===== src/rtl/state_feedback_gain_controller_unit_assert.svh =====
// Assertion macros for the state feedback gain controller RTL.
// Included by the top-level module, which carries concurrent checks; no other dependencies.
`ifndef STATE_FEEDBACK_GAIN_CONTROLLER_UNIT_ASSERT_SVH
`define STATE_FEEDBACK_GAIN_CONTROLLER_UNIT_ASSERT_SVH

// Same-cycle implication, disabled while reset is asserted.
`define SFGC_ASSERT_IMP(label, clk, rstn, cond, prop, msg) \
    label: assert property (@(posedge clk) disable iff (!rstn) (cond) |-> (prop)) \
        else $error(msg);

// Next-cycle implication, disabled while reset is asserted.
`define SFGC_ASSERT_NXT(label, clk, rstn, cond, prop, msg) \
    label: assert property (@(posedge clk) disable iff (!rstn) (cond) |=> (prop)) \
        else $error(msg);

`endif


===== src/rtl/sfg_pkg.sv =====
// Shared types, widths and the gain ROM of the state feedback gain controller.
// No dependencies; imported by every module of the block.
`timescale 1ns / 1ps

package sfg_pkg;

    // Vector layout
    localparam int NUM_PAIRED_SENSORS  = 10;
    localparam int NUM_INTEGRAL_STATES = 5;
    localparam int NUM_OUTPUTS         = 5;
    localparam int VEC_LEN             = NUM_PAIRED_SENSORS + NUM_INTEGRAL_STATES;

    // Datapath widths
    localparam int SAMPLE_W    = 16;
    localparam int GAIN_W      = 32;
    localparam int PROD_W      = GAIN_W + SAMPLE_W;
    localparam int ACC_W       = 58;
    localparam int NEG_W       = ACC_W + 1;
    localparam int FRAC_SHIFT  = 30;
    localparam int Q_W         = NEG_W - FRAC_SHIFT;
    localparam int CMD_W       = 16;
    localparam int IDX_W       = 3;
    localparam int POS_W       = $clog2(VEC_LEN);
    localparam int TDATA_W     = ((CMD_W + IDX_W + 7) / 8) * 8;
    localparam int PAD_W       = TDATA_W - CMD_W - IDX_W;

    // Alignment of products to the 2^-39 accumulator LSB
    localparam int SHIFT_HEIGHT   = 3;
    localparam int SHIFT_INTEGRAL = 10;

    localparam logic [POS_W-1:0] LAST_POS = POS_W'(VEC_LEN - 1);
    localparam logic [IDX_W-1:0] ROW_LAST = IDX_W'(NUM_OUTPUTS - 1);

    localparam logic [CMD_W-1:0] CMD_MAX = {1'b0, {(CMD_W-1){1'b1}}};
    localparam logic [CMD_W-1:0] CMD_MIN = {1'b1, {(CMD_W-1){1'b0}}};

    typedef logic [POS_W-1:0] pos_t;

    typedef enum logic [1:0] {
        KIND_HEIGHT,
        KIND_FLOW,
        KIND_INTEGRAL
    } pos_kind_t;

    // Sample travelling from cell to cell
    typedef struct packed {
        logic                       valid;
        logic signed [SAMPLE_W-1:0] sample;
        pos_t                       pos;
    } sfg_link_t;

    // Accumulator leaving the chain toward the output stage
    typedef struct packed {
        logic                    valid;
        logic signed [ACC_W-1:0] acc;
        logic [IDX_W-1:0]        row;
        logic                    last;
    } sfg_drain_t;

    // Gains in signed Q11.20, one row per actuator
    localparam logic signed [GAIN_W-1:0] GAIN_ROM [NUM_OUTPUTS][VEC_LEN] = '{
        '{ 32'sd126803867, 32'sd62338590, 32'sd39387523, 32'sd19569477, 32'sd86293579,
           32'sd42694250, 32'sd77987785, 32'sd38615628, 32'sd106077153, 32'sd52304928,
           32'sd1064767, 32'sd249568, 32'sd453074, 32'sd378784, 32'sd489099 },
        '{ -32'sd27482442, -32'sd13099787, 32'sd69372133, 32'sd34244631, 32'sd102995788,
           32'sd50788794, 32'sd87496508, 32'sd43241783, 32'sd116678107, 32'sd57411488,
           -32'sd451934, 32'sd888562, 32'sd710548, 32'sd507669, 32'sd618377 },
        '{ -32'sd13783732, -32'sd6706086, -32'sd36294632, -32'sd17533330, 32'sd121173497,
           32'sd59436440, 32'sd90799877, 32'sd44809961, 32'sd118265221, 32'sd58124080,
           -32'sd181695, -32'sd716215, 32'sd1153679, 32'sd591885, 32'sd672354 },
        '{ -32'sd4549968, -32'sd2220811, -32'sd6441683, -32'sd3173829, -32'sd46775313,
           -32'sd22166427, 32'sd151515085, 32'sd73985980, 32'sd155381319, 32'sd75918334,
           -32'sd53497, -32'sd91942, -32'sd818180, 32'sd1784027, 32'sd1181550 },
        '{ -32'sd2047857, -32'sd1000396, -32'sd2578056, -32'sd1271830, -32'sd13922951,
           -32'sd6760409, -32'sd63228161, -32'sd29503344, 32'sd212957058, 32'sd102873343,
           -32'sd23274, -32'sd33845, -32'sd195528, -32'sd1250310, 32'sd2403458 }
    };

    // Kind of state element at a vector position
    function automatic pos_kind_t pos_kind(input pos_t pos);
        pos_kind_t kind;
        if (pos < POS_W'(NUM_PAIRED_SENSORS)) begin
            kind = pos[0] ? KIND_FLOW : KIND_HEIGHT;
        end else begin
            kind = KIND_INTEGRAL;
        end
        return kind;
    endfunction

endpackage


===== src/rtl/sfg_cell.sv =====
// One multiply-accumulate cell of the gain chain, owning one actuator row.
// Depends on sfg_pkg for the link type, widths and the gain ROM.
`timescale 1ns / 1ps

module sfg_cell
    import sfg_pkg::*;
#(
    parameter int ROW = 0
) (
    input  logic                    aclk,
    input  logic                    aresetn,
    input  sfg_link_t               link_i,
    output sfg_link_t               link_o,
    input  logic                    shift_i,
    input  logic signed [ACC_W-1:0] acc_i,
    output logic signed [ACC_W-1:0] acc_o,
    output logic                    busy_o
);

    sfg_link_t               link_reg;
    logic                    prod_valid_reg;
    logic signed [ACC_W-1:0] prod_reg;
    logic signed [ACC_W-1:0] acc_reg;

    logic signed [GAIN_W-1:0] gain;
    logic signed [PROD_W-1:0] mul;
    logic signed [ACC_W-1:0]  wide;
    logic signed [ACC_W-1:0]  aligned;

    // Gain lookup and product, aligned to the accumulator LSB
    assign gain = GAIN_ROM[ROW][link_reg.pos];
    assign mul  = PROD_W'(gain) * PROD_W'(link_reg.sample);
    assign wide = ACC_W'(mul);

    always_comb begin
        unique case (pos_kind(link_reg.pos))
            KIND_FLOW:     aligned = wide;
            KIND_HEIGHT:   aligned = wide <<< SHIFT_HEIGHT;
            KIND_INTEGRAL: aligned = wide <<< SHIFT_INTEGRAL;
            default:       aligned = wide;
        endcase
    end

    // Sample hop, product register and accumulator / drain shift
    always_ff @(posedge aclk) begin
        if (!aresetn) begin
            link_reg       <= '0;
            prod_valid_reg <= 1'b0;
            acc_reg        <= '0;
        end else begin
            link_reg       <= link_i;
            prod_valid_reg <= link_reg.valid;
            if (shift_i) begin
                acc_reg <= acc_i;
            end else if (prod_valid_reg) begin
                acc_reg <= acc_reg + prod_reg;
            end
        end
    end

    always_ff @(posedge aclk) begin
        if (link_reg.valid) begin
            prod_reg <= aligned;
        end
    end

    assign link_o = link_reg;
    assign acc_o  = acc_reg;
    assign busy_o = link_reg.valid | prod_valid_reg;

endmodule


===== config.mk =====
export PLATFORM = sky130hd
export DESIGN_NAME = sfg_cell
export DESIGN_NICKNAME = d
export VERILOG_FILES = /design/src/rtl/state_feedback_gain_controller_unit_assert.svh /design/src/rtl/sfg_pkg.sv /design/src/rtl/sfg_cell.sv
export SDC_FILE = /design/constraint.sdc
export NUM_CORES = 1
export LEC_CHECK = 0
export BUFFER_PORTS_ARGS = -buffer_cell sky130_fd_sc_hd__buf_2
export CORE_MARGIN = 3
export CORE_UTILIZATION = 45
export CTS_CLUSTER_SIZE = 40
export DETAILED_ROUTE_END_ITERATION = 7
export GPL_TIMING_DRIVEN = 1
export MAX_ROUTING_LAYER = met4
export PLACE_DENSITY_LB_ADDON = 0.05
export SLEW_MARGIN = 10
export SYNTH_ARGS = -nofsm -noshare
export SYNTH_HDL_FRONTEND = slang
export SYNTH_SLANG_ARGS = --single-unit

===== constraint.sdc =====
create_clock -name aclk -period 10.4 [get_ports aclk]
set_input_delay 1.56 -clock aclk [delete_from_list [all_inputs] [get_ports aclk]]
set_output_delay 1.56 -clock aclk [all_outputs]
set_load 0.005 [all_outputs]

After elaboration in Yosys (flattened, before gate mapping) --
Memories as Yosys holds them, arrays and structs flattened. Cells that the tools add are included.
Storage, ports and cells: bits in registers 138, ROM bits 512, memories 1, input port bits 82
Cells by class: multipliers 1, $add $sub $neg 1, multiplexer cells 7, reduce and logical (&&, ||, !) cells 2, equality and inequality tests 1, bitwise gates (word level) 2, magnitude comparators 2
Memories:
- (no name shown) | depth 16, bits a word 32, rd ports 1, clocked after memory_dff 0, wr ports 0, RTL line sfg_cell.sv:31 | assign gain = GAIN_ROM[ROW][link_reg.pos];
Operators by type and width (count):
- $mux W58 | 2
- $pmux W57 S2 | 1
- $mux W32 | 2
- $add A58 B58 Y58 | 1
- $mul A32 B16 Y48 | 1
- $ge A5 B5 Y1 const B | 1
- $not A4 Y5 | 1
- $lt A4 B4 Y1 const B | 1
- $eq A2 B2 Y1 const B | 1
- $logic_not A2 Y1 | 1
- $mux W2 | 1
- $reduce_bool A2 Y1 | 1
- $mux W1 | 1
- $or A1 B1 Y1 | 1

Depth between registers and ports, before layout --
Gate-level depths: netlist (run 1).
depth after elaboration 6, gate-level depth with buffers 32, mapped depth without buffers 29

Least setup slack after synthesis (run 1) --
OpenSTA, ideal clock, no wires.
kind register to register, start register link_reg, in the netlist link_o[0], end register prod_reg[43], data pin, period minus slack after synthesis 7.763 ns, slack 2.637 ns, arrival time 7.502 ns, path buffers 2, cell stages (with the launch flop) 28, cells stage by stage dfxtp_1 > clkinv_1 > clkbuf_1 > ha_1 > nor2b_1 > o21ai_0 > clkbuf_1 > nand2_1 > fa_1 > fa_1 > fa_1 > inv_1 > fa_1 > fa_1 > inv_1 > fa_1 > inv_1 > ha_1 > a21oi_1 > a21boi_0 > a311oi_2 > a21boi_2 > a21boi_2 > o21ai_2 > a211o_1 > nor4_2 > a211oi_2 > a221o_1
Between the ends: longest elaborated chain between the ends 6
RTL lines:
- from (decl) | RTL line sfg_cell.sv:20 | sfg_link_t link_reg;
- from (signal assigned) | RTL line sfg_cell.sv:51 | link_reg <= link_i;
- $not A4 Y5 (not written as such) | RTL line sfg_cell.sv:31
- $mem_v2 Z16 W32
- $mux W32 (not written as such) (2 in series) | RTL line sfg_cell.sv:31
- $mul A32 B16 Y48 | RTL line sfg_cell.sv:32 | assign mul = PROD_W'(gain) * PROD_W'(link_reg.sample);
- $pmux W57 S2 * | RTL line sfg_cell.sv:36 | unique case (pos_kind(link_reg.pos))
- via aligned[43] | RTL line sfg_cell.sv:28 | logic signed [ACC_W-1:0] aligned;
- to (signal assigned) | RTL line sfg_cell.sv:63 | prod_reg <= aligned;
- to (decl) | RTL line sfg_cell.sv:22 | logic signed [ACC_W-1:0] prod_reg;
Mark *: on every way through the listed nets, which the timed path passes. The rest lies on a longest branch. The select of a mux whose other input is x is not followed. A chain may end at the register's enable or synchronous reset.

Worst setup path in the final report (run 1) --
start register link_reg, in the netlist link_o[1], end register prod_reg[47], data pin
The elaborated chain is that of the path after synthesis.

==> impl_metrics.csv, run 1 <==
group,metric,value,unit
place,hpwl,59.2,mm
drt,wl,75.5,mm
timing,period_share,0.904,
critical_path,cp-start-kind,"flip-flop",
final_layout,fin_cells,3710,
clock_network,cts_max_path_buffers,2,
synthesis,postSynthAreaPerCell,8.34,sq um
global_route,gr-usage-met1,0.363,
clock_network,cts_setup_buffers,0,
critical_path,critPathArrivalTime,9.59,ns
critical_path,cp_top_family,"adder cells",
drt,wl_per_cell,20.4,microns
floorplanning,die_w,239,microns
critical_path,worst-path-buf-inv,5,
timing,worstMarginPinSlew,1.26,ns
drt,viasPerCell,5.50,
timing,finClkSkew,0.0203,ns
timing,rsz0062_at_grt,"false",
timing,setup_viol,0,
synthesis,async_flop_share,0,
power,p_leak,12.7,nW
synthesis,ys_seq_area_frac,0.137,
synthesis,syn_inst,2936,
final_layout,post-route-util,0.498,
drt,vias,20400,
timing,setup_slack,0.999,ns
global_route,use_met2,0.462,
global_route,grt_max_degree,69,
synthesis,synth_warnings,0,
clock_network,clock_latency,0.48,ns
timing,setup_tns,0,ns
drt,antenna_left,0,
final_layout,fin_nets,3658,
timing,hold_viol_final,0,
critical_path,cpPeakStageDelay,0.78,ns
floorplanning,initial_core_util,0.460,
timing,slew_headroom,0.162,
clock_network,ctsResizeCount,0,
clock_network,h-tree-depth,4,
final_layout,area_delta_synth_final,8.20,%
clock_network,clk_pin_slew,0.07,ns
global_route,track_usage,0.278,
drt,drt_iter0_drc,1129,
clock_network,cts_inserted_buffers,17,
critical_path,path_common_cell,"fa_1",
outcome,status,"finished clean",
place,gp_congestion,0.929,
floorplanning,fp.dieH,239,microns
timing,fmax,106,MHz
hold_path,hold_path.class,"reg -> reg",
drt,drc,0,
critical_path,worstPathMaxFanout,15,
place,post-place-ws,1.06,ns
synthesis,ys.flop_type,"dfxtp_1",
power,ir_drop,0.299,mV
synthesis,synth_seq_cells,138,
synthesis,synth_cell_type_count,91,
place,dp_cells,3678,
flow_run,cap_viol_max_count,0,
final_layout,layout-drive-gt1-share,0.0953,
critical_path,crit_path_end_kind,"flip-flop",
global_route,antenna_found_initial,0,
global_route,grt_busiest_layer,"met2",
critical_path,cp_slowest_cell,"dfxtp_1",
global_route,grt-ovfl-total,0,
global_route,grt_use_met3,0.0401,
clock_network,ctsHoldBuffers,0,
floorplanning,fp-row-count,84,
floorplanning,dieArea,0.0572,sq mm
final_layout,diodes,0,
critical_path,crit_type,"reg -> reg",
synthesis,synth_area,0.0245,sq mm
floorplanning,io_pins,162,
floorplanning,core_area,0.0532,sq mm
synthesis,syn_nets,3585,
synthesis,synth-edff-count,58,
critical_path,cp.required,10.59,ns
power,p_per_area,323,mW/mm^2
final_layout,nFillCells,5282,
clock_network,root_buffer,"clkbuf_16",
timing,holdWs,0.528,ns
global_route,grt_pass1_wl,120,mm
clock_network,cts_tree,"built",
global_route,grt_pass1_vias,21400,
timing,post-route-min-period,9.40,ns
clock_network,cts_sinks,138,
drt,first_pass_iters,5,
timing,finalMaxSlewViolations,0,
place,io_buffer_count,161,
-- power breakdown --
part	internal (mW)	leakage, nW	total (mW)	switching, mW
registers	0.830	1.19	0.904	0.0743
logic	2.61	11.2	7.00	4.40
clock network	0.368	0.295	0.644	0.276
-- worst min-delay path, cell delays in order (launching register included) --
cell     delay (ns)
dfxtp_1        0.33
nand3_1        0.07
a31oi_1        0.07
-- synthesized netlist by cell type, types with 17 or more instances --
| master | count | area share |
|---|---|---|
| nor2b_1 | 19 | 0.0049 |
| clkbuf_1 | 129 | 0.020 |
| a211oi_1 | 38 | 0.012 |
| nand4_1 | 28 | 0.0072 |
| edfxtp_1 | 58 | 0.071 |
| a21oi_1 | 216 | 0.044 |
| and2_1 | 199 | 0.051 |
| nor2_1 | 165 | 0.025 |
| and3_1 | 18 | 0.0046 |
| dfxtp_1 | 80 | 0.065 |
| nand3_1 | 22 | 0.0045 |
| o21ai_0 | 123 | 0.025 |
| a21o_1 | 44 | 0.013 |
| mux2i_1 | 30 | 0.012 |
| nand2b_1 | 24 | 0.0061 |
| nand2_1 | 388 | 0.059 |
| fa_1 | 349 | 0.29 |
| ha_1 | 218 | 0.11 |
| xor2_1 | 36 | 0.013 |
| inv_1 | 467 | 0.072 |
| buf_1 | 17 | 0.0026 |
| xnor2_1 | 56 | 0.020 |
-- per-stage QoR --
| step | power [mW] | area [sq um] |
|---|---|---|
| 6_report | 8.55 | 26500 |
| 5_1_grt | 9.43 | 26500 |
| 4_1_cts | 8.58 | 26500 |
| 3_5_place_dp | 7.89 | 25900 |
| 3_3_place_gp | 7.84 | 25900 |
| 2_1_floorplan | 5.82 | 24500 |
-- cell type report --
| type | count | area, sq um | area share |
|---|---|---|---|
| clock buffer | 19 | 454 | 0.0171 |
| clock inverter | 13 | 139 | 0.00524 |
| inverter | 468 | 1760 | 0.0663 |
| multi-input combinational | 2178 | 18800 | 0.709 |
| sequential | 138 | 3350 | 0.126 |
| tap | 688 | 861 | 0.0325 |
| timing repair buffer | 206 | 1140 | 0.0432 |
-- placed cells by master, fill, tap and decap left out, types with 56 or more instances in the layout --
cell and instances:
inv_1 466, nand2_1 388, fa_1 349, ha_1 218, a21oi_1 216, and2_1 199, nor2_1 164, buf_2 161
o21ai_0 122, dfxtp_1 78, edfxtp_1 58, xnor2_1 56
-- worst paths after layout --
path	start	to	slack, ns	cells after the start
setup / recovery	link_o[1]	prod_reg[47]	1.0	27
hold / removal	acc_o[38]	acc_o[38]	0.53	2
hold reg to reg	acc_o[38]	acc_o[38]	0.53	2
setup reg to reg	link_o[1]	prod_reg[47]	1.0	27
-- metal layers --
layer / wire length [microns] / part of all wire / up-vias
li1: - / - / 9610
met4: 1260 / 0.017 / 0
met2: 36300 / 0.48 / 557
met5: 0 / 0 / -
met1: 34200 / 0.45 / 10100
met3: 3700 / 0.049 / 87
-- logic make-up (layout without fill, tap and decap cells) --
group	Yosys count	after routing	synth area share
AND/OR/NAND/NOR	917	917	0.178
buffers and inverters	620	706	0.0978
AO/OA/AOI/OAI	569	569	0.144
adder cells (fa/ha/maj)	567	567	0.397
flip-flops	138	138	0.137
XOR/XNOR	92	92	0.0329
multiplexers	33	33	0.0136
(Power assumes the default switching activity.)
==> inputs of run 2 (changes only) <==
Settings changed: RECOVER_POWER set to 50.
==> run 2 against run 1 <==
  * The run now ends with max-capacitance violations, max-slew violations left
  * Clock power grew 0.6%
  * Global-route usage is the same
  * First-iteration DRC count shrank 3.2%
  * Clock skew grew 0.0033 ns
  * Register-to-register slack gained 0.02 ns
  * Maximum frequency grew 0.19%
  * Critical path type unchanged
  * Critical endpoint unchanged
==> impl_metrics.csv, run 2 (same netlist as run 1, synthesis figures left out) <==
group,metric,value,unit
final_layout,area_delta_synth_final,8.02,%
timing,worstMarginPinSlew,3.23,ns
clock_network,clock_latency,0.48,ns
timing,setup_tns,0,ns
clock_network,cts_sinks,138,
hold_path,hold_end,"acc_o[38]",
timing,setup_viol,0,
place,gp_congestion,0.929,
clock_network,h-tree-depth,4,
critical_path,r2r_start,"link_o[1]",
clock_network,ctsHoldBuffers,0,
critical_path,worstPathMaxFanout,15,
global_route,grt-ovfl-total,0,
global_route,grt_max_degree,69,
drt,antenna_left,0,
place,io_buffer_count,161,
hold_path,holdPathStages,2,
floorplanning,initial_core_util,0.460,
clock_network,root_buffer,"clkbuf_16",
clock_network,cts_max_path_buffers,2,
critical_path,r2r_slack,1.02,ns
hold_path,hold_path.class,"reg -> reg",
drt,viasPerCell,5.51,
floorplanning,fp-row-count,84,
clock_network,clk_pin_slew,0.07,ns
clock_network,cts_inserted_buffers,17,
final_layout,final-seq-area,0.00335,sq mm
timing,slew_headroom,-1.15,
timing,fmax,107,MHz
global_route,antenna_found_initial,0,
floorplanning,core_area,0.0532,sq mm
final_layout,final_cell_mix,"inv_1 (466), nand2_1 (388), fa_1 (349), ha_1 (218), a21oi_1 (216)",
global_route,track_usage,0.278,
drt,wl,75.7,mm
global_route,grt_pass1_wl,120,mm
timing,finalMaxSlewViolations,186,
power,p_leak,12.6,nW
place,hpwl,59.2,mm
drt,vias,20500,
critical_path,crit_path_end_kind,"flip-flop",
outcome,violations,"max-capacitance violations, max-slew violations",
flow_run,cap_viol_max_count,3,
timing,holdWs,0.527,ns
drt,first_pass_iters,5,
power,ir_drop,0.301,mV
global_route,grt_pass1_vias,21400,
critical_path,cp-start-kind,"flip-flop",
floorplanning,io_pins,162,
clock_network,ctsResizeCount,0,
critical_path,r2r_end,"prod_reg[47]",
floorplanning,dieArea,0.0572,sq mm
hold_path,hp-start,"acc_o[38]",
final_layout,diodes,0,
floorplanning,fp.dieH,239,microns
timing,finClkSkew,0.0235,ns
timing,rsz0062_at_grt,"false",
final_layout,fin_nets,3658,
timing,period_share,0.902,
clock_network,cts_tree,"built",
drt,wl_per_cell,20.4,microns
clock_network,cts_setup_buffers,0,
drt,drc,0,
drt,drt_iter0_drc,1093,
final_layout,multi_input_area,0.0188,sq mm
final_layout,nFillCells,5293,
final_layout,final_common_cell,"inv_1",
critical_path,cp.required,10.59,ns
floorplanning,die_w,239,microns
outcome,status,"finished with violations",
critical_path,crit_type,"reg -> reg",
timing,post-route-min-period,9.38,ns
critical_path,critPathArrivalTime,9.57,ns
power,p_per_area,324,mW/mm^2
timing,hold_viol_final,0,
final_layout,layout-drive-gt1-share,0.0857,
critical_path,ff2ff_path_depth,27,
-- run 2: how the worst max path moves through the flow --
stage | startpoint | to | slack [ns] | depth (start not counted)
floorplan | link_o[0] | prod_reg[43] | 2.64 | 27
global placement | link_o[1] | prod_reg[47] | 0.91 | 26
detailed placement | link_o[1] | prod_reg[47] | 1.06 | 27
CTS | link_o[1] | prod_reg[47] | 1.04 | 27
global route | link_o[1] | prod_reg[47] | 0.58 | 27
finish | link_o[1] | prod_reg[47] | 1.02 | 27
-- run 2: area by class of cell --
| type | instances | area share |
|---|---|---|
| Tap cell | 688 | 0.0326 |
| Clock inverter | 13 | 0.00525 |
| Sequential cell | 138 | 0.127 |
| Clock buffer | 19 | 0.0172 |
| Timing Repair Buffer | 206 | 0.0416 |
| Multi-Input combinational cell | 2178 | 0.710 |
| Inverter | 468 | 0.0664 |
-- run 2: routing by layer --
layer | global-route usage | part of all wire | up-vias
met4 | 0.0610 | 0.017 | 0
met5 | - | 0 | -
met2 | 0.462 | 0.48 | 600
met3 | 0.0401 | 0.051 | 90
li1 | - | - | 9611
met1 | 0.363 | 0.45 | 10200
-- run 2: metrics by stage --
step | area, sq um | cells | power, mW | worst slack, ns | util
floorplan | 24500 | 2936 | 5.82 | 2.64 | -
global placement | 25900 | 3678 | 7.84 | 0.913 | 0.487
detailed placement | 25900 | 3678 | 7.89 | 1.06 | 0.487
CTS | 26500 | 3710 | 8.58 | 1.04 | 0.498
global route | 26400 | 3710 | 9.43 | 0.575 | 0.497
finish | 26400 | 3710 | 8.56 | 1.02 | 0.497
-- run 2: where the power goes --
| part | switching, mW | leakage, nW | internal, mW |
|---|---|---|---|
| clock | 0.280 | 0.295 | 0.368 |
| combinational | 4.40 | 11.1 | 2.61 |
| sequential | 0.0743 | 1.19 | 0.831 |
| total | 4.75 | 12.6 | 3.80 |
-- run 2: worst max-delay path: stages (launching register included) --
cell and delay [ns]:
dfxtp_1 0.77, inv_1 0.30, ha_1 0.37, nand2b_1 0.21, and2_1 0.24, nand2b_1 0.10
nand2_1 0.47, and2_1 0.40, fa_1 0.55, inv_1 0.06, fa_1 0.53, inv_1 0.06
fa_1 0.52, fa_1 0.46, fa_1 0.51, inv_1 0.06, fa_1 0.47, inv_1 0.04
ha_1 0.43, a21oi_1 0.17, o21ai_0 0.18, or3_1 0.44, a211oi_1 0.34, or3b_1 0.24
nand2b_1 0.08, a2111oi_1 0.51, xor2_1 0.36, o211ai_1 0.19
