File: src/rtl/state_feedback_gain_controller_unit_assert.svh
// Assertion macros for the state feedback gain controller RTL.
// Included by the top-level module, which carries concurrent checks; no other dependencies.
`ifndef STATE_FEEDBACK_GAIN_CONTROLLER_UNIT_ASSERT_SVH
`define STATE_FEEDBACK_GAIN_CONTROLLER_UNIT_ASSERT_SVH

// Same-cycle implication, disabled while reset is asserted.
`define SFGC_ASSERT_IMP(label, clk, rstn, cond, prop, msg) \
    label: assert property (@(posedge clk) disable iff (!rstn) (cond) |-> (prop)) \
        else $error(msg);

// Next-cycle implication, disabled while reset is asserted.
`define SFGC_ASSERT_NXT(label, clk, rstn, cond, prop, msg) \
    label: assert property (@(posedge clk) disable iff (!rstn) (cond) |=> (prop)) \
        else $error(msg);

`endif

File: src/rtl/sfg_pkg.sv
// Shared types, widths and the gain ROM of the state feedback gain controller.
// No dependencies; imported by every module of the block.
`timescale 1ns / 1ps

package sfg_pkg;

    // Vector layout
    localparam int NUM_PAIRED_SENSORS  = 10;
    localparam int NUM_INTEGRAL_STATES = 5;
    localparam int NUM_OUTPUTS         = 5;
    localparam int VEC_LEN             = NUM_PAIRED_SENSORS + NUM_INTEGRAL_STATES;

    // Datapath widths
    localparam int SAMPLE_W    = 16;
    localparam int GAIN_W      = 32;
    localparam int PROD_W      = GAIN_W + SAMPLE_W;
    localparam int ACC_W       = 58;
    localparam int NEG_W       = ACC_W + 1;
    localparam int FRAC_SHIFT  = 30;
    localparam int Q_W         = NEG_W - FRAC_SHIFT;
    localparam int CMD_W       = 16;
    localparam int IDX_W       = 3;
    localparam int POS_W       = $clog2(VEC_LEN);
    localparam int TDATA_W     = ((CMD_W + IDX_W + 7) / 8) * 8;
    localparam int PAD_W       = TDATA_W - CMD_W - IDX_W;

    // Alignment of products to the 2^-39 accumulator LSB
    localparam int SHIFT_HEIGHT   = 3;
    localparam int SHIFT_INTEGRAL = 10;

    localparam logic [POS_W-1:0] LAST_POS = POS_W'(VEC_LEN - 1);
    localparam logic [IDX_W-1:0] ROW_LAST = IDX_W'(NUM_OUTPUTS - 1);

    localparam logic [CMD_W-1:0] CMD_MAX = {1'b0, {(CMD_W-1){1'b1}}};
    localparam logic [CMD_W-1:0] CMD_MIN = {1'b1, {(CMD_W-1){1'b0}}};

    typedef logic [POS_W-1:0] pos_t;

    typedef enum logic [1:0] {
        KIND_HEIGHT,
        KIND_FLOW,
        KIND_INTEGRAL
    } pos_kind_t;

    // Sample travelling from cell to cell
    typedef struct packed {
        logic                       valid;
        logic signed [SAMPLE_W-1:0] sample;
        pos_t                       pos;
    } sfg_link_t;

    // Accumulator leaving the chain toward the output stage
    typedef struct packed {
        logic                    valid;
        logic signed [ACC_W-1:0] acc;
        logic [IDX_W-1:0]        row;
        logic                    last;
    } sfg_drain_t;

    // Gains in signed Q11.20, one row per actuator
    localparam logic signed [GAIN_W-1:0] GAIN_ROM [NUM_OUTPUTS][VEC_LEN] = '{
        '{ 32'sd126803867, 32'sd62338590, 32'sd39387523, 32'sd19569477, 32'sd86293579,
           32'sd42694250, 32'sd77987785, 32'sd38615628, 32'sd106077153, 32'sd52304928,
           32'sd1064767, 32'sd249568, 32'sd453074, 32'sd378784, 32'sd489099 },
        '{ -32'sd27482442, -32'sd13099787, 32'sd69372133, 32'sd34244631, 32'sd102995788,
           32'sd50788794, 32'sd87496508, 32'sd43241783, 32'sd116678107, 32'sd57411488,
           -32'sd451934, 32'sd888562, 32'sd710548, 32'sd507669, 32'sd618377 },
        '{ -32'sd13783732, -32'sd6706086, -32'sd36294632, -32'sd17533330, 32'sd121173497,
           32'sd59436440, 32'sd90799877, 32'sd44809961, 32'sd118265221, 32'sd58124080,
           -32'sd181695, -32'sd716215, 32'sd1153679, 32'sd591885, 32'sd672354 },
        '{ -32'sd4549968, -32'sd2220811, -32'sd6441683, -32'sd3173829, -32'sd46775313,
           -32'sd22166427, 32'sd151515085, 32'sd73985980, 32'sd155381319, 32'sd75918334,
           -32'sd53497, -32'sd91942, -32'sd818180, 32'sd1784027, 32'sd1181550 },
        '{ -32'sd2047857, -32'sd1000396, -32'sd2578056, -32'sd1271830, -32'sd13922951,
           -32'sd6760409, -32'sd63228161, -32'sd29503344, 32'sd212957058, 32'sd102873343,
           -32'sd23274, -32'sd33845, -32'sd195528, -32'sd1250310, 32'sd2403458 }
    };

    // Kind of state element at a vector position
    function automatic pos_kind_t pos_kind(input pos_t pos);
        pos_kind_t kind;
        if (pos < POS_W'(NUM_PAIRED_SENSORS)) begin
            kind = pos[0] ? KIND_FLOW : KIND_HEIGHT;
        end else begin
            kind = KIND_INTEGRAL;
        end
        return kind;
    endfunction

endpackage

File: src/rtl/sfg_out.sv
// Output stage: negate, scale by 2^-30 toward zero, saturate, register.
// Depends on sfg_pkg for the drain type and widths.
`timescale 1ns / 1ps

module sfg_out
    import sfg_pkg::*;
(
    input  logic               aclk,
    input  logic               aresetn,
    input  sfg_drain_t         drain_i,
    output logic               ready_o,
    output logic               m_tvalid,
    input  logic               m_tready,
    output logic [TDATA_W-1:0] m_tdata,   // command[15:0], actuator_index[18:16], zero pad
    output logic               m_tlast,
    output logic               m_tuser    // saturated
);

    logic                    a_valid_reg;
    logic signed [NEG_W-1:0] a_neg_reg;
    logic [IDX_W-1:0]        a_row_reg;
    logic                    a_last_reg;

    logic                    m_valid_reg;
    logic [CMD_W-1:0]        m_cmd_reg;
    logic [IDX_W-1:0]        m_row_reg;
    logic                    m_last_reg;
    logic                    m_sat_reg;

    logic                    b_take;
    logic signed [NEG_W-1:0] bias;
    logic signed [NEG_W-1:0] biased;
    logic [Q_W-1:0]          q;
    logic [Q_W-CMD_W:0]      upper;
    logic                    in_range;
    logic [CMD_W-1:0]        cmd;

    assign b_take  = !m_valid_reg || m_tready;
    assign ready_o = !a_valid_reg || b_take;

    // Truncate toward zero: bias negative values before the arithmetic shift
    assign bias     = a_neg_reg[NEG_W-1] ? {{(NEG_W-FRAC_SHIFT){1'b0}}, {FRAC_SHIFT{1'b1}}}
                                         : '0;
    assign biased   = a_neg_reg + bias;
    assign q        = biased[NEG_W-1:FRAC_SHIFT];
    assign upper    = q[Q_W-1:CMD_W-1];
    assign in_range = (&upper) | ~(|upper);
    assign cmd      = in_range ? q[CMD_W-1:0] : (q[Q_W-1] ? CMD_MIN : CMD_MAX);

    // Valid flags of both stages
    always_ff @(posedge aclk) begin
        if (!aresetn) begin
            a_valid_reg <= 1'b0;
            m_valid_reg <= 1'b0;
        end else begin
            if (ready_o) begin
                a_valid_reg <= drain_i.valid;
            end
            if (b_take) begin
                m_valid_reg <= a_valid_reg;
            end
        end
    end

    // Payload registers
    always_ff @(posedge aclk) begin
        if (ready_o && drain_i.valid) begin
            a_neg_reg  <= -NEG_W'(drain_i.acc);
            a_row_reg  <= drain_i.row;
            a_last_reg <= drain_i.last;
        end
        if (b_take && a_valid_reg) begin
            m_cmd_reg  <= cmd;
            m_row_reg  <= a_row_reg;
            m_last_reg <= a_last_reg;
            m_sat_reg  <= !in_range;
        end
    end

    assign m_tvalid = m_valid_reg;
    assign m_tdata  = {{PAD_W{1'b0}}, m_row_reg, m_cmd_reg};
    assign m_tlast  = m_last_reg;
    assign m_tuser  = m_sat_reg;

endmodule

File: config.mk
export PLATFORM = sky130hd
export DESIGN_NAME = sfg_out
export DESIGN_NICKNAME = d
export VERILOG_FILES = /design/src/rtl/state_feedback_gain_controller_unit_assert.svh /design/src/rtl/sfg_pkg.sv /design/src/rtl/sfg_out.sv
export SDC_FILE = /design/constraint.sdc
export NUM_CORES = 1
export LEC_CHECK = 0
export BUFFER_PORTS_ARGS = -buffer_cell sky130_fd_sc_hd__buf_2
export CAP_MARGIN = 15
export CORE_MARGIN = 2
export CORE_UTILIZATION = 45
export DETAILED_ROUTE_END_ITERATION = 10
export HOLD_SLACK_MARGIN = 0.08
export MAX_ROUTING_LAYER = met4
export PLACE_DENSITY = 0.64
export REMOVE_ABC_BUFFERS = 1
export SLEW_MARGIN = 15
export SYNTH_ARGS = -nofsm -noshare
export SYNTH_HDL_FRONTEND = slang
export SYNTH_SLANG_ARGS = --single-unit
export TNS_END_PERCENT = 5
File: constraint.sdc
create_clock -name aclk -period 4.9 [get_ports aclk]
set_input_delay 0.98 -clock aclk [delete_from_list [all_inputs] [get_ports aclk]]
set_output_delay 0.98 -clock aclk [all_outputs]
set_load 0.005 [all_outputs]
Yosys cells after proc, flatten, opt, wreduce, memory -nomap -nowiden
Index checks and enable logic that the tools add are counted.

Flip-flop bits (word level): 86. Output and inout port bits: 28. Word-level logic and storage cells: 25. Bits of input ports: 66.

Bitwise logic cells: 2. Add/subtract/negate cells: 2. Reduce and logical (&&, ||, !) cells: 9. Mux-type cells: 3.

Operators by type and width (count): $add 59x31->59 (1); $neg 58->59 (1); $mux 16 (2); $mux 30 (1); $reduce_and 14->1 (1); $reduce_or 14->1 (1); $logic_not 1->1 (3); $logic_and 1x1->1 (2); $logic_or 1x1->1 (2); $not 1->1 (1); $or 1x1->1 (1).

Logic depth before layout (Yosys ltp)
Gate-level depths: netlist (run 1).

Depth in word-level cells: 6. Depth in mapped cells: 13. Gate-level depth less buffers: 11.

Worst setup path after synthesis (run 1)
No wires, ideal clock.

Kind: reg2reg. Start: register a_neg_reg[58]. End: register m_cmd_reg[11] (data pin). Cell stages (with the launch flop): 13. Setup slack: 0.779 ns. Buffers on the path: 1. Period minus slack after synthesis: 4.121 ns. Required time: 4.630 ns. Setup time: 0.270 ns. Data arrival time: 3.850 ns. Cells stage by stage: edfxtp_1 > ha_1 > nand4_2 > or3_1 > or3_1 > a211o_4 > a31o_1 > buf_2 > o22ai_1 > o21ai_1 > or4b_4 > nor2_2 > a22oi_1.

Cells in the longest elaborated chain, start to end: 6. Elaborated cells on any way between the ends: 8. Classes of those cells: add/sub: 1; mux: 3; bitwise: 2; reduce/logical: 2.

RTL lines: start: declaration (RTL line sfg_out.sv:20) `logic signed [NEG_W-1:0] a_neg_reg;`; start signal: assignment (RTL line sfg_out.sv:68) `a_neg_reg <= -NEG_W'(drain_i.acc);`; $mux 30 (RTL line sfg_out.sv:42) `assign bias = a_neg_reg[NEG_W-1] ? {{(NEG_W-FRAC_SHIFT){1'b0}}, {FRAC_SHIFT{1'b1}}}`; $add 59x31->59 * (RTL line sfg_out.sv:44) `assign biased = a_neg_reg + bias;`; $reduce_or 14->1 (RTL line sfg_out.sv:47) `assign in_range = (&upper) | ~(|upper);`; $not 1->1 (RTL line sfg_out.sv:47); $or 1x1->1 (RTL line sfg_out.sv:47); $mux 16 * (RTL line sfg_out.sv:48) `assign cmd = in_range ? q[CMD_W-1:0] : (q[Q_W-1] ? CMD_MIN : CMD_MAX);`; net cmd[11] (RTL line sfg_out.sv:36) `logic [CMD_W-1:0] cmd;`; end signal: assignment (RTL line sfg_out.sv:73) `m_cmd_reg <= cmd;`; end: declaration (RTL line sfg_out.sv:25) `logic [CMD_W-1:0] m_cmd_reg;`.

Mark *: on every way through the listed nets, which the timed path passes. The rest lies on a longest branch. A chain may end at the register's enable or synchronous reset.

Final worst setup path (run 1)
Start: register a_neg_reg[58]. End: register m_cmd_reg[7] (data pin).

The elaborated chain is that of the path after synthesis.

==> results of run 1 <==
[final cells by class]
type | count | area, sq um | area share, %
Inverter | 7 | 26.3 | 0.401
Multi-Input combinational cell | 444 | 2950 | 45.1
Timing Repair Buffer | 94 | 485 | 7.41
Clock inverter | 6 | 86.3 | 1.32
Tap cell | 168 | 210 | 3.21
Sequential cell | 86 | 2560 | 39.1
Clock buffer | 10 | 229 | 3.49
[cell usage in the layout (no fill, tap or decap), types with 4 or more instances in the layout]
cell type  count
xor2_1        23
nor2_1        45
and3_1         6
edfxtp_1      84
o21ai_1        6
a21o_1         5
o31ai_1        4
a31oi_1        8
nand3b_1       4
nand2b_1       4
nand4_1       13
o21ai_0       16
mux2i_1        4
nor2b_1        5
inv_1          7
clkbuf_16      9
nand3_1       22
o211ai_1       5
or3_1          9
or4_1          9
ha_1          30
buf_4          6
a22oi_1        5
xnor2_1       42
o21a_1         5
nand2_1       49
a21oi_1       29
a21boi_1       4
nor4_1        12
nor3_1        30
buf_2         88
conb_1         5
[cells in the mapped netlist, drive strengths merged (5+ instances only)]
cell	instances
o211ai	5
inv	7
or4	10
nand4	14
nor2b	6
edfxtp	84
nor4	12
xnor2	42
a22oi	5
nand2	49
xor2	23
buf	9
o21a	5
and2	5
nor3	31
o31ai	6
a21oi	29
o21ai	23
ha	30
and3	6
nand3	22
a31oi	9
a21o	5
or3	9
nor2	47
[through the flow]
stage / instance area [sq um] / util, % / instances / hold slack, ps
after CTS: 6550 / 54.3 / 815 / 418
after global routing: 6550 / 54.3 / 815 / 424
after global placement: 6230 / 51.7 / 799 / 414
after floorplan: 5530 / - / 537 / 400
after detailed placement: 6230 / 51.7 / 799 / 405
final: 6550 / 54.3 / 815 / 417
[logic make-up after synthesis]
kind of cell    share of synthesized area (%)
compound gates                           13.0
xor+xnor                                 10.2
fa+ha+maj                                6.72
buf+inv                                  1.68
flops                                    45.9
mux                                     0.717
other cells                            0.0672
simple gates                             21.8
[power groups by stage]
| stage | combinational (uW) | sequential, uW | clock (uW) |
|---|---|---|---|
| after floorplan | 164 | 896 | 0 |
| after global routing | 302 | 893 | 763 |
| final | 267 | 888 | 717 |
| after CTS | 266 | 888 | 727 |
| after global placement | 259 | 904 | 0 |
| after detailed placement | 264 | 904 | 0 |
[worst min-delay path by stage]
stage | start | endpoint | slack (ps)
floorplan | a_row_reg[0] | m_row_reg[0] | 400
global placement | a_row_reg[1] | m_row_reg[1] | 410
detailed placement | a_row_reg[1] | m_row_reg[1] | 400
CTS | a_row_reg[1] | m_row_reg[1] | 420
global route | a_row_reg[1] | m_row_reg[1] | 420
finish | a_row_reg[1] | m_row_reg[1] | 420
[repair_timing]
item                                    in CTS  in global routing
endpoints found under the setup margin       0                  9
buffers inserted                             0                  0
gates resized for setup                      0                  2
[routing by layer]
metal,vias to the layer above,GRT usage (%)
met5,-,-
met4,0,7.07
met3,18,3.16
met2,140,32.7
met1,2062,28.2
li1,2280,-
==> summary.txt, run 1 <==
Run status
  • Status: finished clean

CTS
  • Worst skew pair latency: 340 ps
  • Clock root buffer master: clkbuf_16
  • Hold_buf cts: 0
  • Clock slew at reported path FFs: around 60 ps
  • Clk buf depth: 2
  • CTS tree: yes
  • Total CTS buffers: 9
  • H-tree depth: 3
  • Clk sinks: 86

Critical path
  • CP Launch Type: register
  • Reg2reg end: m_cmd_reg[7]
  • Worst Path Required: 5090 ps
  • Slowest cell on crit path: edfxtp_1
  • Critical path destination: m_cmd_reg[7]
  • Crit-path cells: buf_4, ha_1, nand4_1, a221oi_1, o21ai_0, a211o_4, a31o_1, or4_4, a22oi_1, and4_2, mux2i_1, a21boi_1
  • R2R Path Start: a_neg_reg[58]
  • Worst R2R Setup Slack: 410 ps
  • Buf+Inv Stages, Crit Path: 1
  • Reg2reg path depth: 12
  • CP Capture Type: register
  • Cell depth of the worst setup path: 12
  • Crit path launch: a_neg_reg[58]
  • Slowest stage delay, CP: 630 ps
  • Crit path DAT: ~4700 ps
  • CP Max Fanout: 16
  • CP top delay family: compound AO/OA/AOI/OAI gates
  • Crit Path Class: register to register

Pwr
  • Net Switching: 453 uW
  • Comb power frac: 14.2%
  • Leakage: between 0.002 and 0.0025 uW
  • Reg power frac: 47.5%
  • Clock Power Share: 38.3%
  • Worst vdd rail ir drop: 0.128 mV
  • Switching Fraction: 24.2%
  • Internal power: 1420 uW
  • PwrDens: between 200 and 300 nW/um^2
  • Tot Pwr: 1870 uW

Route
  • Uppermost layer routed: met4
  • Post-route DRC: 0
  • Vias: 4,500
  • Routed wire per std cell: 15.5 microns
  • WL final: 12.6 mm
  • Met1 Wirelength: 5.98 mm
  • WL met2: 5.79 mm
  • WL met3: between 600 and 700 microns
  • DRT iter0 DRCs: ~300
  • Detail Route Antenna Nets: 0
  • Vias per std cell: around 5.5
  • Router iterations before antenna repair: 5

STA
  • Fin crit share: between 90% and 100%
  • PnR worst setup slack: 409 ps
  • Setup TNS: 0 ps
  • Pins over their slew limit: 0
  • Max_slew headroom: 32.1%
  • Peak Freq: 223 MHz
  • Final setup vio count: 0
  • Final Hold Vio Count: 0
  • Final min period: 4490 ps
  • Clk_skew: 6.51 ps
  • Slew @ Worst Pin: a little over 1000 ps
  • RSZ-0062 raised after global routing: no

Logic synthesis
  • Yosys top cell by area: edfxtp_1
  • Cell Area, Synth: 5580 sq um
  • Sequential-to-total area share from yosys stat: 45.9%
  • Top cell type's share of synthesized area: 45.2%
  • Ys async rst share: 0%
  • Cells after synthesis: between 500 and 600
  • Seq cells post-synth: 86
  • Number of enable flip-flop cells after synthesis: 84
  • Largest cells by area after synthesis: edfxtp_1 45%, ha_1 6.7%, xnor2_1 6.6%
  • YS warnings: 0
  • Ys flop type: edfxtp_1
  • Mean Syn Cell Area: roughly 10 sq um
  • Cell variety after synth: 64

Global routing
  • Largest net degree at the start of global routing: 35
  • Total gr overflow: 0
  • GRT Total Usage: 21.0%
  • Vias in the first global route: 4,308
  • Antenna violations before repair: 0
  • First-pass GRT wire length: around 21 mm

Floorplanning
  • DIE HEIGHT: 115 microns
  • Site row count: 40
  • IO Pins: 94
  • Starting density of the core: between 40% and 50%
  • Core Region: about 12,000 sq um
  • DIE WIDTH: between 100 and 150 microns
  • Die area: 13,300 sq um

Min path
  • HP Class: register to register
  • WHS Path Cells: 0

Finish
  • Nets@finish: 738
  • Diodes inserted: 0
  • Max reg flops: 59
  • Layout area overhead: 17.4%
  • Share of cells above drive strength 1: between 10% and 20%
  • # fillers: 1,090

Place
  • Final HPWL DP: about 10 mm
  • Gpl congestion: 0.943
  • DP Worst Slack: 396 ps
  • Port Buffer Count: 88

Job
  • Max_cap viols: 0
No activity file was read; power rests on OpenSTA's default activity.
==> run 2: changes to the inputs <==
--- a/config.mk
+++ b/config.mk
@@ -5,6 +5,7 @@
 export SDC_FILE = /design/constraint.sdc
 export NUM_CORES = 1
 export LEC_CHECK = 0
+export ABC_AREA = 1
 export BUFFER_PORTS_ARGS = -buffer_cell sky130_fd_sc_hd__buf_2
 export CAP_MARGIN = 15
 export CORE_MARGIN = 2
@@ -12,7 +13,7 @@
 export DETAILED_ROUTE_END_ITERATION = 10
 export HOLD_SLACK_MARGIN = 0.08
 export MAX_ROUTING_LAYER = met4
-export PLACE_DENSITY = 0.64
+export PLACE_DENSITY = 0.62
 export REMOVE_ABC_BUFFERS = 1
 export SLEW_MARGIN = 15
 export SYNTH_ARGS = -nofsm -noshare
==> run 2 against run 1 <==
First-iteration DRC count up 54%. Clock skew fell by 0.86 ps. Clock power increased by 3.6%. Utilization fell by 2.5 points. Critical path type unchanged.
==> summary.txt, run 2 <==
Run status
  • Status: finished clean (unchanged)

Floorplanning
  • Die area: 17,700 sq um (was 13,300 sq um)
  • DIE WIDTH: 133 microns (was 115 microns)
  • Core Region: 16,400 sq um (was 12,100 sq um)
  • DIE HEIGHT: 133 microns (was 115 microns)
  • IO Pins: 94 (unchanged)
  • Site row count: 47 (was 40)
  • Starting density of the core: 45.7% (was 46.3%)

Logic synthesis
  • Yosys top cell by area: edfxtp_1 (unchanged)
  • Ys async rst share: 0% (unchanged)
  • Cell Area, Synth: 7500 sq um (was 5580 sq um)
  • Seq cells post-synth: 86 (unchanged)
  • Largest cells by area after synthesis: edfxtp_1 34%, nand2_1 20%, inv_1 11% (was edfxtp_1 45%, ha_1 6.7%, xnor2_1 6.6%)
  • Cells after synthesis: 1,127 (was 543)
  • Top cell type's share of synthesized area: 33.6% (was 45.2%)
  • Cell variety after synth: 35 (was 64)
  • Ys flop type: edfxtp_1 (unchanged)
  • Sequential-to-total area share from yosys stat: 34.2% (was 45.9%)
  • Number of enable flip-flop cells after synthesis: 84 (unchanged)
  • Mean Syn Cell Area: 6.65 sq um (was 10.3 sq um)
  • Post-synth top cells: 392 x nand2_1, 211 x inv_1, 140 x nor2_1 (was 84 x edfxtp_1, 49 x nand2_1, 45 x nor2_1)
  • Most frequent cell after synthesis: nand2_1 (was edfxtp_1)
  • YS warnings: 0 (unchanged)

Pwr
  • Tot Pwr: 2040 uW (was 1870 uW)
  • Leakage: 0.00420 uW (was 0.00227 uW)
  • Worst vdd rail ir drop: 0.150 mV (was 0.128 mV)
  • PwrDens: 239 nW/um^2 (was 285 nW/um^2)

Min path
  • HP Class: register to register (unchanged)

Route
  • Post-route DRC: 0 (unchanged)
  • Vias: 6,915 (was 4,500)
  • WL final: 19.5 mm (was 12.6 mm)
  • Router iterations before antenna repair: 6 (was 5)
  • DRT iter0 DRCs: 463 (was 301)
  • Detail Route Antenna Nets: 0 (unchanged)
  • Routed wire per std cell: 13.4 microns (was 15.5 microns)
  • Vias per std cell: 4.77 (was 5.52)

Global routing
  • Total gr overflow: 0 (unchanged)
  • Largest net degree at the start of global routing: 45 (was 35)
  • GRT Total Usage: 23.7% (was 21.0%)
  • First-pass GRT wire length: 32.0 mm (was 21.2 mm)
  • Vias in the first global route: 6,441 (was 4,308)
  • Antenna violations before repair: 0 (unchanged)

STA
  • Final min period: 3350 ps (was 4490 ps)
  • Max_slew headroom: 37.0% (was 32.1%)
  • Slew @ Worst Pin: 944 ps (was 1010 ps)
  • Final Hold Vio Count: 0 (unchanged)
  • Fin crit share: 68.3% (was 91.6%)
  • Clk_skew: 5.65 ps (was 6.51 ps)
  • Peak Freq: 299 MHz (was 223 MHz)
  • Setup TNS: 0 ps (unchanged)
  • Pins over their slew limit: 0 (unchanged)
  • Final setup vio count: 0 (unchanged)
  • RSZ-0062 raised after global routing: no (unchanged)

Critical path
  • Slowest cell on crit path: edfxtp_1 (unchanged)
  • Worst Path Required: 5010 ps (was 5090 ps)
  • CP Capture Type: register (unchanged)
  • Crit path DAT: 3450 ps (was 4680 ps)
  • Crit-path cells: buf_4, ha_1, nand2_1, nor2_1, nand2_1, inv_1, nand2_1, nor3_2, nand2_1, nand2_1, nand2_1, nand2_1, inv_1, nor2_1, nand2_1, nor2_2, nand2_2, nand3_2, nand2_1 (was buf_4, ha_1, nand4_1, a221oi_1, o21ai_0, a211o_4, a31o_1, or4_4, a22oi_1, and4_2, mux2i_1, a21boi_1)
  • CP Launch Type: register (unchanged)
  • Slowest stage delay, CP: 610 ps (was 630 ps)
  • CP top delay family: simple AND/OR/NAND/NOR gates (was compound AO/OA/AOI/OAI gates)
  • CP Max Fanout: 23 (was 16)
  • Crit Path Class: register to register (unchanged)
  • Most used cell, CP: nand2_1
  • Buf+Inv Stages, Crit Path: 3 (was 1)

Finish
  • Layout area overhead: 13.5% (was 17.4%)
  • Nets@finish: 1,321 (was 738)
  • Max reg flops: 59 (unchanged)
  • Commonest non-fill, non-tap cell in the layout: nand2_1 (was buf_2)
  • Commonest cells after routing, fill and taps aside: 392 x nand2_1, 210 x inv_1, 140 x nor2_1, 88 x buf_2, 84 x edfxtp_1 (was 88 x buf_2, 84 x edfxtp_1, 49 x nand2_1, 45 x nor2_1, 42 x xnor2_1)
  • Post-route insts no fill: 1,450 (was 815)
  • Share of cells above drive strength 1: 11.6% (was 19.5%)
  • Diodes inserted: 0 (unchanged)

Place
  • Gpl congestion: 0.993 (was 0.943)
  • Final HPWL DP: 16.4 mm (was 10.0 mm)
  • Port Buffer Count: 88 (unchanged)
  • Placed Cells: 1,434 (was 799)

CTS
  • Clock slew at reported path FFs: 70 ps (was 60 ps)
  • CTS tree: yes (unchanged)
  • Clock root buffer master: clkbuf_16 (unchanged)
  • Hold_buf cts: 0 (unchanged)
  • Clk buf depth: 2 (unchanged)
  • H-tree depth: 3 (unchanged)
  • CTS-repair resized insts: 0 (unchanged)
  • Setup fix buffers added after clock tree synthesis: 0 (unchanged)
  • Total CTS buffers: 9 (unchanged)
  • Worst skew pair latency: 360 ps (was 340 ps)
  • Clk sinks: 86 (unchanged)

Job
  • Max_cap viols: 0 (unchanged)
## run 2: layout make-up
cell class,count,area (sq um)
Inverter,216,811
Multi-Input combinational cell,822,4090
Sequential cell,86,2560
Clock buffer,10,239
Timing Repair Buffer,90,455
Fill cell,1692,7900
Tap cell,220,275
Clock inverter,6,76.3
## run 2: per-stage QoR
| step | worst slack (ps) | hold WS [ps] | util, % | cell area (sq um) |
|---|---|---|---|---|
| floorplan | 1960 | 400 | - | 7450 |
| global placement | 1500 | 402 | 49.9 | 8190 |
| detailed placement | 1420 | 406 | 49.9 | 8190 |
| CTS | 1540 | 423 | 51.8 | 8500 |
| global route | 1190 | 443 | 51.9 | 8510 |
| finish | 1550 | 425 | 51.9 | 8510 |
## run 2: layer usage
metal / global-route usage [%] / share of wire (%) / vias up
met5: - / 0 / -
met4: 6.26 / 1.5 / 0
met3: 3.20 / 4.2 / 22
met2: 36.2 / 44 / 156
met1: 33.3 / 51 / 3031
li1: - / - / 3706
## run 2: final timing paths
kind / from / end / slack, ps / cells after the start
max: a_neg_reg[58] / m_cmd_reg[8] / 1550 / 19
min: a_row_reg[1] / m_row_reg[1] / 430 / 0
max reg2reg: a_neg_reg[58] / m_cmd_reg[8] / 1550 / 19
min reg2reg: a_row_reg[1] / m_row_reg[1] / 430 / 0
## run 2: where the power goes
part / internal (uW) / leakage, uW / total [uW] / switching, uW
registers: 857 / 0.000828 / 891 / 34.0
clock network: 418 / 0.000149 / 743 / 325
logic: 135 / 0.00322 / 402 / 267
## run 2: cells by family after synthesis
family                   Yosys count  share of synthesized area (%)
buffers and inverters            223                           11.6
adder cells (fa/ha/maj)           30                           5.01
flip-flops                        86                           34.2
AND/OR/NAND/NOR                  694                           39.6
AO/OA/AOI/OAI                     31                           2.29
other                              1                         0.0500
XOR/XNOR                          62                           7.24
